$ cat config.mk
export PLATFORM = sky130hd
export DESIGN_NAME = luhn_card_brand_check
export DESIGN_NICKNAME = d
export VERILOG_FILES = /design/src/rtl/luhn_pkg.sv /design/src/rtl/luhn_ctrl.sv /design/src/rtl/luhn_dp.sv /design/src/rtl/luhn_card_brand_check.sv
export SDC_FILE = /design/constraint.sdc
export NUM_CORES = 1
export LEC_CHECK = 0
export BUFFER_PORTS_ARGS = -buffer_cell sky130_fd_sc_hd__buf_2
export CORE_MARGIN = 10
export CORE_UTILIZATION = 30
export CTS_CLUSTER_DIAMETER = 30
export DETAILED_ROUTE_END_ITERATION = 10
export MAX_ROUTING_LAYER = met4
export PLACE_DENSITY_LB_ADDON = 0.05
export SYNTH_ARGS = -nofsm -noshare
export SYNTH_HDL_FRONTEND = slang
export SYNTH_SLANG_ARGS = --single-unit
export TNS_END_PERCENT = 1
$ cat constraint.sdc
create_clock -name i_clk -period 3.2 [get_ports i_clk]
set_input_delay 0.64 -clock i_clk [delete_from_list [all_inputs] [get_ports i_clk]]
set_output_delay 0.64 -clock i_clk [all_outputs]
set_load 0.01 [all_outputs]
$ cat src/rtl/luhn_pkg.sv
// ----------------------------------------------------------------------------
// Luhn card check package
// Shared widths, result codes, controller/datapath structs and the helper
// functions for the binary-to-BCD conversion and the Luhn digit terms.
// ----------------------------------------------------------------------------
package luhn_pkg;

    localparam int CARD_W        = 63;
    localparam int BITS_PER_STEP = 4;
    localparam int BIN_W         = ((CARD_W + BITS_PER_STEP - 1) / BITS_PER_STEP)
                                   * BITS_PER_STEP;
    localparam int CONV_STEPS    = BIN_W / BITS_PER_STEP;
    localparam int NUM_DIGITS    = 19;
    localparam int BCD_W         = 4 * NUM_DIGITS;
    localparam int STEP_W        = 5;
    localparam int COUNT_W       = 5;
    localparam int BRAND_W       = 2;

    localparam logic [BRAND_W-1:0] BRAND_INVALID = 2'd0;
    localparam logic [BRAND_W-1:0] BRAND_AMEX    = 2'd1;
    localparam logic [BRAND_W-1:0] BRAND_VISA    = 2'd2;
    localparam logic [BRAND_W-1:0] BRAND_MASTER  = 2'd3;

    localparam logic [COUNT_W-1:0] LEN_AMEX     = 5'd15;
    localparam logic [COUNT_W-1:0] LEN_VISA_SHT = 5'd13;
    localparam logic [COUNT_W-1:0] LEN_16       = 5'd16;
    localparam logic [COUNT_W-1:0] LEN_MAX      = 5'd19;

    localparam logic [3:0] LEAD_AMEX   = 4'd3;
    localparam logic [3:0] NEXT_AMEX_A = 4'd4;
    localparam logic [3:0] NEXT_AMEX_B = 4'd7;
    localparam logic [3:0] LEAD_VISA   = 4'd4;
    localparam logic [3:0] LEAD_MASTER = 4'd5;
    localparam logic [3:0] NEXT_MC_LO  = 4'd1;
    localparam logic [3:0] NEXT_MC_HI  = 4'd5;

    localparam logic [STEP_W-1:0] CONV_LAST = STEP_W'(CONV_STEPS - 1);
    localparam logic [STEP_W-1:0] WALK_LAST = STEP_W'(NUM_DIGITS - 1);

    typedef struct packed {
        logic load;
        logic conv;
        logic walk;
        logic retire;
    } t_cmd;

    typedef struct packed {
        logic conv_last;
        logic walk_last;
    } t_sts;

    // One double-dabble step: correct every digit of 5 or more, then shift
    // the next binary bit in at the bottom.
    function automatic logic [BCD_W-1:0] dabble(input logic [BCD_W-1:0] bcd,
                                                input logic b);
        logic [BCD_W-1:0] adj;
        int i;
        adj = bcd;
        for (i = 0; i < NUM_DIGITS; i++) begin
            if (adj[4*i +: 4] >= 4'd5) begin
                adj[4*i +: 4] = adj[4*i +: 4] + 4'd3;
            end
        end
        return {adj[BCD_W-2:0], b};
    endfunction

    // Contribution of one digit; a doubled digit of 10 or more adds its
    // two decimal digits.
    function automatic logic [3:0] luhn_term(input logic [3:0] d, input logic dbl);
        logic [4:0] twice;
        twice = {d, 1'b0};
        if (!dbl) begin
            return d;
        end else if (twice >= 5'd10) begin
            return 4'(twice - 5'd9);
        end else begin
            return twice[3:0];
        end
    endfunction

endpackage

$ cat src/rtl/luhn_ctrl.sv
// ----------------------------------------------------------------------------
// Luhn check controller
// Sequences input capture, BCD conversion, digit walk and result hand-off,
// and owns the output valid flag.
// ----------------------------------------------------------------------------
module luhn_ctrl (
    input  logic            i_clk,
    input  logic            i_rst_n,
    input  logic            i_in_valid,
    output logic            o_in_stall,
    output logic            o_out_valid,
    input  logic            i_out_stall,
    input  luhn_pkg::t_sts  i_sts,
    output luhn_pkg::t_cmd  o_cmd
);

    typedef enum logic [1:0] {
        S_IDLE,
        S_CONV,
        S_WALK,
        S_FIN
    } t_state;

    t_state r_state, n_state;
    logic   r_out_valid, n_out_valid;

    always_comb begin
        o_cmd       = '0;
        n_state     = r_state;
        n_out_valid = r_out_valid & i_out_stall;
        case (r_state)
            S_IDLE: begin
                if (i_in_valid) begin
                    o_cmd.load = 1'b1;
                    n_state    = S_CONV;
                end
            end
            S_CONV: begin
                o_cmd.conv = 1'b1;
                if (i_sts.conv_last) begin
                    n_state = S_WALK;
                end
            end
            S_WALK: begin
                o_cmd.walk = 1'b1;
                if (i_sts.walk_last) begin
                    n_state = S_FIN;
                end
            end
            S_FIN: begin
                // The result register frees up in the same cycle its beat leaves.
                if (!r_out_valid || !i_out_stall) begin
                    o_cmd.retire = 1'b1;
                    n_out_valid  = 1'b1;
                    n_state      = S_IDLE;
                end
            end
            default: begin
                n_state = S_IDLE;
            end
        endcase
    end

    always_ff @(posedge i_clk) begin
        if (!i_rst_n) begin
            r_state     <= S_IDLE;
            r_out_valid <= 1'b0;
        end else begin
            r_state     <= n_state;
            r_out_valid <= n_out_valid;
        end
    end

    assign o_in_stall  = (r_state != S_IDLE);
    assign o_out_valid = r_out_valid;

endmodule

$ cat src/rtl/luhn_dp.sv
// ----------------------------------------------------------------------------
// Luhn check datapath
// Converts the card number to BCD four bits per cycle, then walks the
// digits from the least significant end to build the count, the two
// leading digits and the Luhn sum mod 10, and finally classifies the card.
// ----------------------------------------------------------------------------
module luhn_dp (
    input  logic                              i_clk,
    input  logic                              i_rst_n,
    input  luhn_pkg::t_cmd                    i_cmd,
    output luhn_pkg::t_sts                    o_sts,
    input  logic [luhn_pkg::CARD_W-1:0]       i_card_number,
    output logic [luhn_pkg::BRAND_W-1:0]      o_brand,
    output logic                              o_checksum_ok,
    output logic [luhn_pkg::COUNT_W-1:0]      o_digit_total
);

    logic [luhn_pkg::STEP_W-1:0]  r_step, n_step;
    logic [luhn_pkg::BIN_W-1:0]   r_bin;
    logic [luhn_pkg::BCD_W-1:0]   r_bcd, n_bcd_conv;
    logic [3:0]                   r_mod, n_mod;
    logic [luhn_pkg::COUNT_W-1:0] r_count;
    logic [3:0]                   r_lead, r_next, r_prev;
    logic [3:0]                   w_digit, w_term;
    logic [4:0]                   w_mod_sum;
    logic                         w_ok;
    logic [luhn_pkg::BRAND_W-1:0] w_brand;
    logic [luhn_pkg::BRAND_W-1:0] r_brand;
    logic                         r_ok;
    logic [luhn_pkg::COUNT_W-1:0] r_total;

    assign o_sts.conv_last = (r_step == luhn_pkg::CONV_LAST);
    assign o_sts.walk_last = (r_step == luhn_pkg::WALK_LAST);

    always_comb begin
        n_bcd_conv = r_bcd;
        for (int k = 0; k < luhn_pkg::BITS_PER_STEP; k++) begin
            n_bcd_conv = luhn_pkg::dabble(n_bcd_conv, r_bin[luhn_pkg::BIN_W-1-k]);
        end
    end

    always_comb begin
        n_step = r_step;
        if (i_cmd.load) begin
            n_step = '0;
        end else if (i_cmd.conv) begin
            n_step = o_sts.conv_last ? '0 : r_step + 5'd1;
        end else if (i_cmd.walk) begin
            n_step = r_step + 5'd1;
        end
    end

    // Digit at an odd index from zero is the 2nd, 4th, ... from the right.
    assign w_digit   = r_bcd[3:0];
    assign w_term    = luhn_pkg::luhn_term(w_digit, r_step[0]);
    assign w_mod_sum = {1'b0, r_mod} + {1'b0, w_term};
    assign n_mod     = (w_mod_sum >= 5'd10) ? 4'(w_mod_sum - 5'd10) : w_mod_sum[3:0];

    assign w_ok = (r_mod == 4'd0);

    always_comb begin
        w_brand = luhn_pkg::BRAND_INVALID;
        if (w_ok) begin
            if (r_count == luhn_pkg::LEN_AMEX && r_lead == luhn_pkg::LEAD_AMEX &&
                (r_next == luhn_pkg::NEXT_AMEX_A || r_next == luhn_pkg::NEXT_AMEX_B)) begin
                w_brand = luhn_pkg::BRAND_AMEX;
            end else if (r_lead == luhn_pkg::LEAD_VISA &&
                         (r_count == luhn_pkg::LEN_VISA_SHT ||
                          r_count == luhn_pkg::LEN_16)) begin
                w_brand = luhn_pkg::BRAND_VISA;
            end else if (r_count == luhn_pkg::LEN_16 &&
                         r_lead == luhn_pkg::LEAD_MASTER &&
                         r_next >= luhn_pkg::NEXT_MC_LO &&
                         r_next <= luhn_pkg::NEXT_MC_HI) begin
                w_brand = luhn_pkg::BRAND_MASTER;
            end
        end
    end

    always_ff @(posedge i_clk) begin
        if (!i_rst_n) begin
            r_step <= '0;
        end else begin
            r_step <= n_step;
        end
    end

    always_ff @(posedge i_clk) begin
        if (i_cmd.load) begin
            r_bin   <= {{(luhn_pkg::BIN_W - luhn_pkg::CARD_W){1'b0}}, i_card_number};
            r_bcd   <= '0;
            r_mod   <= '0;
            r_count <= '0;
            r_lead  <= '0;
            r_next  <= '0;
            r_prev  <= '0;
        end else if (i_cmd.conv) begin
            r_bin <= {r_bin[luhn_pkg::BIN_W-luhn_pkg::BITS_PER_STEP-1:0],
                      {luhn_pkg::BITS_PER_STEP{1'b0}}};
            r_bcd <= n_bcd_conv;
        end else if (i_cmd.walk) begin
            r_bcd  <= {4'd0, r_bcd[luhn_pkg::BCD_W-1:4]};
            r_mod  <= n_mod;
            r_prev <= w_digit;
            // The highest nonzero digit seen so far sets the length and prefix.
            if (w_digit != 4'd0) begin
                r_count <= r_step + 5'd1;
                r_lead  <= w_digit;
                r_next  <= r_prev;
            end
        end
        if (i_cmd.retire) begin
            r_brand <= w_brand;
            r_ok    <= w_ok;
            r_total <= r_count;
        end
    end

    assign o_brand       = r_brand;
    assign o_checksum_ok = r_ok;
    assign o_digit_total = r_total;

endmodule

$ cat src/rtl/luhn_card_brand_check.sv
// ----------------------------------------------------------------------------
// Luhn card brand check, top level
// Input channel: one card number per beat (i_in_valid / o_in_stall).
// Output channel: brand, Luhn checksum flag and digit count per beat
// (o_out_valid / i_out_stall).
// An accepted number is converted to BCD four bits of the binary value per
// cycle through a chain of shift-add-3 steps, one per bit, its 19 digit
// slots are then walked one per cycle, and the card is classified into the
// output register once that register is free. A new number is taken only
// after the result of the last one has gone into the output register.
// o_in_stall is high while a number is in work. The next number is taken
// while a finished result still waits; a result held by i_out_stall keeps
// its payload and only blocks the block once the next result is ready.
// Synchronous reset clears the controller and drops o_out_valid.
// ----------------------------------------------------------------------------
module luhn_card_brand_check (
    input  logic                          i_clk,
    input  logic                          i_rst_n,
    input  logic                          i_in_valid,
    output logic                          o_in_stall,
    input  logic [luhn_pkg::CARD_W-1:0]   i_card_number,
    output logic                          o_out_valid,
    input  logic                          i_out_stall,
    output logic [luhn_pkg::BRAND_W-1:0]  o_brand,
    output logic                          o_checksum_ok,
    output logic [luhn_pkg::COUNT_W-1:0]  o_digit_total
);

    luhn_pkg::t_cmd w_cmd;
    luhn_pkg::t_sts w_sts;

    luhn_ctrl u_ctrl (
        .i_clk       (i_clk),
        .i_rst_n     (i_rst_n),
        .i_in_valid  (i_in_valid),
        .o_in_stall  (o_in_stall),
        .o_out_valid (o_out_valid),
        .i_out_stall (i_out_stall),
        .i_sts       (w_sts),
        .o_cmd       (w_cmd)
    );

    luhn_dp u_dp (
        .i_clk         (i_clk),
        .i_rst_n       (i_rst_n),
        .i_cmd         (w_cmd),
        .o_sts         (w_sts),
        .i_card_number (i_card_number),
        .o_brand       (o_brand),
        .o_checksum_ok (o_checksum_ok),
        .o_digit_total (o_digit_total)
    );

endmodule

== Word level (Yosys, flattened, before mapping) ==
Index checks and enable logic that the tools add are counted.
Storage, ports and cells
  register bits after elaboration: 177
  word-level logic and storage cells: 320
  input port bits: 67
Operators by class
  add/subtract/negate cells: 80
  $lt $le $gt $ge: 80
  equal/unequal tests: 17
  reductions and logical operators: 22
  bitwise operators: 4
  mux-type cells: 102
Operators by type and width (count)
  $ge A4 B3 Y1 const B: 76
  $mux W4: 75
  $add A4 B2 Y4 const B: 72
  $mux W76: 2
  $mux W63: 2
  $eq A4 B3 Y1 const B: 4
  $eq A5 B4 Y1 const B: 3
  $mux W5: 3
  $add A3 B2 Y3 const B: 4
  $mux W2: 6
  $mux W3: 4
  $eq A5 B5 Y1 const B: 2
  $ge A5 B4 Y1 const B: 2
  $mux W1: 9
  $pmux W2 S4: 1
  $sub A4 B4 Y4 const B: 2
  $logic_and A1 B1 Y1: 6
  $ne A2 B1 Y1 const B: 3
  $reduce_bool A2 Y1: 3
  $add A4 B4 Y5: 1
  $add A5 B1 Y5 const B: 1
  $eq A2 B2 Y1 const B: 2
  $eq A4 B2 Y1 const B: 1
  $ge A4 B1 Y1 const B: 1
  other kinds (14): 20

== Logic depth before layout (Yosys ltp) ==
  depth after elaboration: 9
  gate-level depth with buffers: 19

== Hierarchy ==
From an unflattened synthesis, not the netlist that was laid out.
Unflattened totals
  cells, all modules: 1778
  area total of the unflattened synthesis: 15238.4 um2
Modules (own cells, without submodules)
  luhn_dp: seq. area each 4194.0 um2, area an instance 14984.4 um2, cells an instance 1752, instances 1
  luhn_ctrl: seq. area each 60.1 um2, area an instance 254.0 um2, cells an instance 26, instances 1

== Worst setup path after synthesis ==
No wires, ideal clock.
  path type: register -> register
  start: register u_dp.r_bcd[16] in the netlist's numbering
  end: register u_dp.r_bcd[23] in the netlist's numbering
  path slack: -0.360 ns
  data required time: 3.068 ns
  arrival: 3.428 ns
  cell stages (with the launch flop): 18
  path buffers: 0
  path through: dfxtp_1 inv_1 ha_1 nor2b_1 or3_1 nand2_1 ha_1 inv_1 a21o_1 a31oi_1 inv_1 ha_1 or2_0 o221ai_1 o31ai_1 o211a_1 o311ai_1 a21oi_1
On the way
  longest elaborated chain between the ends: 9
  elaborated cells between the ends (all ways): 19
RTL lines
  from (decl): line luhn_dp.sv:20  | logic [luhn_pkg::BCD_W-1:0] r_bcd, n_bcd_conv;
  from (signal assigned): line luhn_dp.sv:100  | r_bcd <= n_bcd_conv;
  from (signal assigned): line luhn_dp.sv:102  | r_bcd <= {4'd0, r_bcd[luhn_pkg::BCD_W-1:4]};
  $add A4 B2 Y4 or $ge A4 B3 Y1 (tied branches): line luhn_pkg.sv:61, luhn_pkg.sv:60
  $mux W4 (*): line luhn_pkg.sv:60  | if (adj[4*i +: 4] >= 4'd5) begin
  $add A4 B2 Y4 or $ge A4 B3 Y1 (tied branches): line luhn_pkg.sv:61, luhn_pkg.sv:60
  $mux W4: line luhn_pkg.sv:60
  $add A4 B2 Y4 or $ge A4 B3 Y1 (tied branches): line luhn_pkg.sv:61, luhn_pkg.sv:60
  $mux W4: line luhn_pkg.sv:60
  $add A4 B2 Y4 or $ge A4 B3 Y1 (tied branches): line luhn_pkg.sv:61, luhn_pkg.sv:60
  $mux W4 (*): line luhn_pkg.sv:60
  $mux W76 (*): line luhn_dp.sv:97  | end else if (i_cmd.conv) begin
Every way passes the cells marked *; elsewhere a longest branch is shown, timed or not.
A chain may end at the register's enable or synchronous reset.

== Worst setup path after layout ==
  start: register u_dp.r_bcd[8] in the netlist's numbering
  end: register u_dp.r_bcd[15] in the netlist's numbering
Same word-level chain as after synthesis.

==> impl_metrics.toml <==
[grt]
grt_pass1_wl_um = 85600
antenna_found_initial = 0
grt_pass1_vias = 17100
grt_max_degree = 84
overflow = 0
track_usage_pct = 16.5

[timing]
hold_viol = 0
drv_slew = 0
rsz0062_at_grt = "true"
period_share_pct = 108
fin_ws_ns = -0.268
min_period_ns = 3.47
worst_hold_slack_ns = 0.410
slew_headroom_pct = 49.7
finalClockSkew_ns = 0.00919
worst_pin_slew_ns = 0.755
fmax_mhz = 288
finalSetupViolations = 48

[cells_and_area]
design_area_um2 = 22700
drive_gt1_share_pct = 33.3
syn_to_final_growth_pct = 36.7
final_nets = 2851
diodes = 0

[setup_path]
crit_fanout = 3
slowest_stage = "dfxtp_2"
critical_path.top_delay_family = "simple AND/OR/NAND/NOR gates"
cpMostUsedCell = "ha_2"
worst-path-buf-inv = 2
crit_chain = "inv_1 > ha_2 > nor2b_2 > buf_4 > or3_4 > nand2_2 > ha_2 > o21bai_1 > a211oi_1 > or2_2 > ha_1 > o22a_1 > a221oi_2 > nand2_1 > or2_1 > o211a_1 > o32ai_1"
max_stage_delay_ns = 0.34
startpoint_type = "flop"
worstSetupEndpointType = "flop"
path_class = "flop to flop"
worstPathRequired_ns = 3.59
arrival_ns = 3.86

[drt]
viasPerCell = 5.09
antenna_left = 0
vias = 17400
drt_wl_total_um = 52600
route.detailed.drc = 0
drtPass1Iterations = 5
wl_per_cell_um = 15.4
drt-initial-drc-count = 700

[yosys]
synth_edf_count = 71
yosysTopAreaCell = "edfxtp_1"
yosysWarnings = 0
ys_types = 102
synth_seq_area_share_pct = 25.7
syn_area_per_cell_um2 = 7.56
syn-instance-count = 2193
yosysTopAreaCellShare_pct = 12.9
async_flop_share_pct = 0
ys_ff_latch = 177
netlist_area_um2 = 16600
synthTopCellsByArea = "edfxtp_1 (13%), dfxtp_1 (13%), nand2_1 (8.5%)"
syn_nets = 2348
synthFlopType = "dfxtp_1"

[placement]
portBuffers = 76
hpwl_um = 39500
place_area_um2 = 21400
routabilityCongestion = 0.821

[status]
status = "finished with violations"
failed_checks = "negative setup slack"

[clocking]
insertion_delay_ns = 0.48
cts_tree = "done"
clockBufferDepth = 2
cts-root-buf = "clkbuf_16"
clk_pin_slew_ns = 0.07
htree_num_levels = 4
cts_sinks = 177
cts-buffers-inserted = 17

[run]
cap_violations = 0

[floorplan]
rows = 86
dieArea_um2 = 65100
pin_count = 77
die_x_um = 255
die_h_um = 255
initial_utilization_pct = 30.2
core_area_um2 = 54900

[worst_hold_path]
hold_path.class = "input port to flop"
worst min-delay path: stages:
cell and delay [ns]:
buf_2 0.07, nand2_1 0.04, nand2_1 0.05
metal layers:
layer / up-vias / part of all wire (%) / GRT usage (%)
met4: 0 / 1.3 / 4.32
met3: 43 / 2.0 / 2.20
li1: 9064 / - / -
met2: 152 / 50 / 28.4
met1: 8119 / 47 / 20.1
met5: - / 0 / -
cells by family after synthesis:
family | Yosys count | share of synthesized area (%)
simple gates | 823 | 22.9
compound gates | 743 | 30.8
buf+inv | 220 | 5.20
flops | 177 | 25.7
mux | 95 | 6.12
fa+ha+maj | 88 | 6.69
xor+xnor | 47 | 2.66
timing repair:
item,CTS,global route
resized for setup,89,87
hold buffers,0,0
setup buffers,14,5
pin swaps,46,36
cloned,0,0
endpoints found under the setup margin,68,75
cell usage after synthesis (all sizes together), types with 34 or more instances:
master / n
dfxtp: 106
a31oi: 38
a21oi: 122
nand2b: 43
o211ai: 41
clkbuf: 79
nor3: 49
mux2i: 66
o21ai: 195
inv: 115
nor2: 157
ha: 87
nand2: 375
edfxtp: 71
a211oi: 71
xnor2: 34
through the flow:
stage | setup TNS, ns | setup WS [ns] | std cells | util, %
CTS | -6.54 | -0.220 | 3407 | 40.7
detailed placement | -11.37 | -0.370 | 3362 | 38.9
floorplan | -3.41 | -0.111 | 2193 | -
global placement | -8.94 | -0.284 | 3362 | 38.9
finish | -5.24 | -0.268 | 3412 | 41.3
global route | -21.41 | -0.464 | 3412 | 41.3
area by class of cell:
| type | instances | area [um2] |
|---|---|---|
| fill | 5667 | 32200 |
| clock inverter | 13 | 101 |
| sequential | 177 | 4280 |
| timing repair buffer | 589 | 4280 |
| inverter | 115 | 439 |
| multi-input combinational | 1796 | 12300 |
| clock buffer | 18 | 429 |
| tap | 704 | 881 |
worst paths after layout:
kind              cells past startpoint  slack (ns)                         from                           to
setup / recovery                     17       -0.27   u_dp.r_bcd[8]$_SDFFE_PP0P_  u_dp.r_bcd[15]$_SDFFE_PP0P_
hold / removal                        3        0.41            i_card_number[19]     u_dp.r_bin[19]$_DFFE_PP_
setup reg to reg                     17       -0.27   u_dp.r_bcd[8]$_SDFFE_PP0P_  u_dp.r_bcd[15]$_SDFFE_PP0P_
hold reg to reg                       2        0.46  u_dp.r_prev[1]$_SDFFE_PP0P_  u_dp.r_next[1]$_SDFFE_PP0P_
flip-flops by register name, summed over array words and instances (netlist names), 4 cells and up:
| name | flops |
|---|---|
| u_dp.r_next | 4 |
| u_dp.r_count | 5 |
| u_dp.r_lead | 4 |
| u_dp.o_digit_total | 5 |
| u_dp.r_prev | 4 |
| u_dp.r_mod | 4 |
| u_dp.r_bcd | 76 |
| u_dp.r_step | 5 |
| u_dp.r_bin | 64 |
cell usage in the layout (no fill, tap or decap), types with 11 or more instances in the layout:
master,Yosys,layout
nand2b_1,43,42
a211oi_2,1,21
a21oi_2,3,11
nor3_1,49,42
o21ai_0,168,140
o22ai_1,16,15
a21oi_1,119,110
buf_4,2,509
edfxtp_1,71,71
a31oi_1,37,33
nand3_1,33,33
inv_1,110,102
mux2_2,28,28
mux2i_1,62,56
o31ai_1,14,11
nor2_2,1,12
ha_1,87,67
and3_1,12,12
o21a_1,21,21
ha_2,0,14
a211oi_1,70,49
a211o_1,17,17
nor2b_1,25,12
and2_1,30,25
o21ai_1,25,47
nor2_1,156,144
o32ai_1,14,14
a32o_1,12,12
or3_1,19,14
o211ai_1,38,38
o21bai_1,16,15
clkbuf_16,0,17
dfxtp_2,0,15
or2_2,23,22
a21o_1,24,24
dfxtp_1,106,89
xnor2_1,31,25
nand2_1,374,368
buf_2,17,76
Power is left out: the tool's default activity adds up to more than one toggle a clock period on the data nets, which glitch-free logic cannot reach.
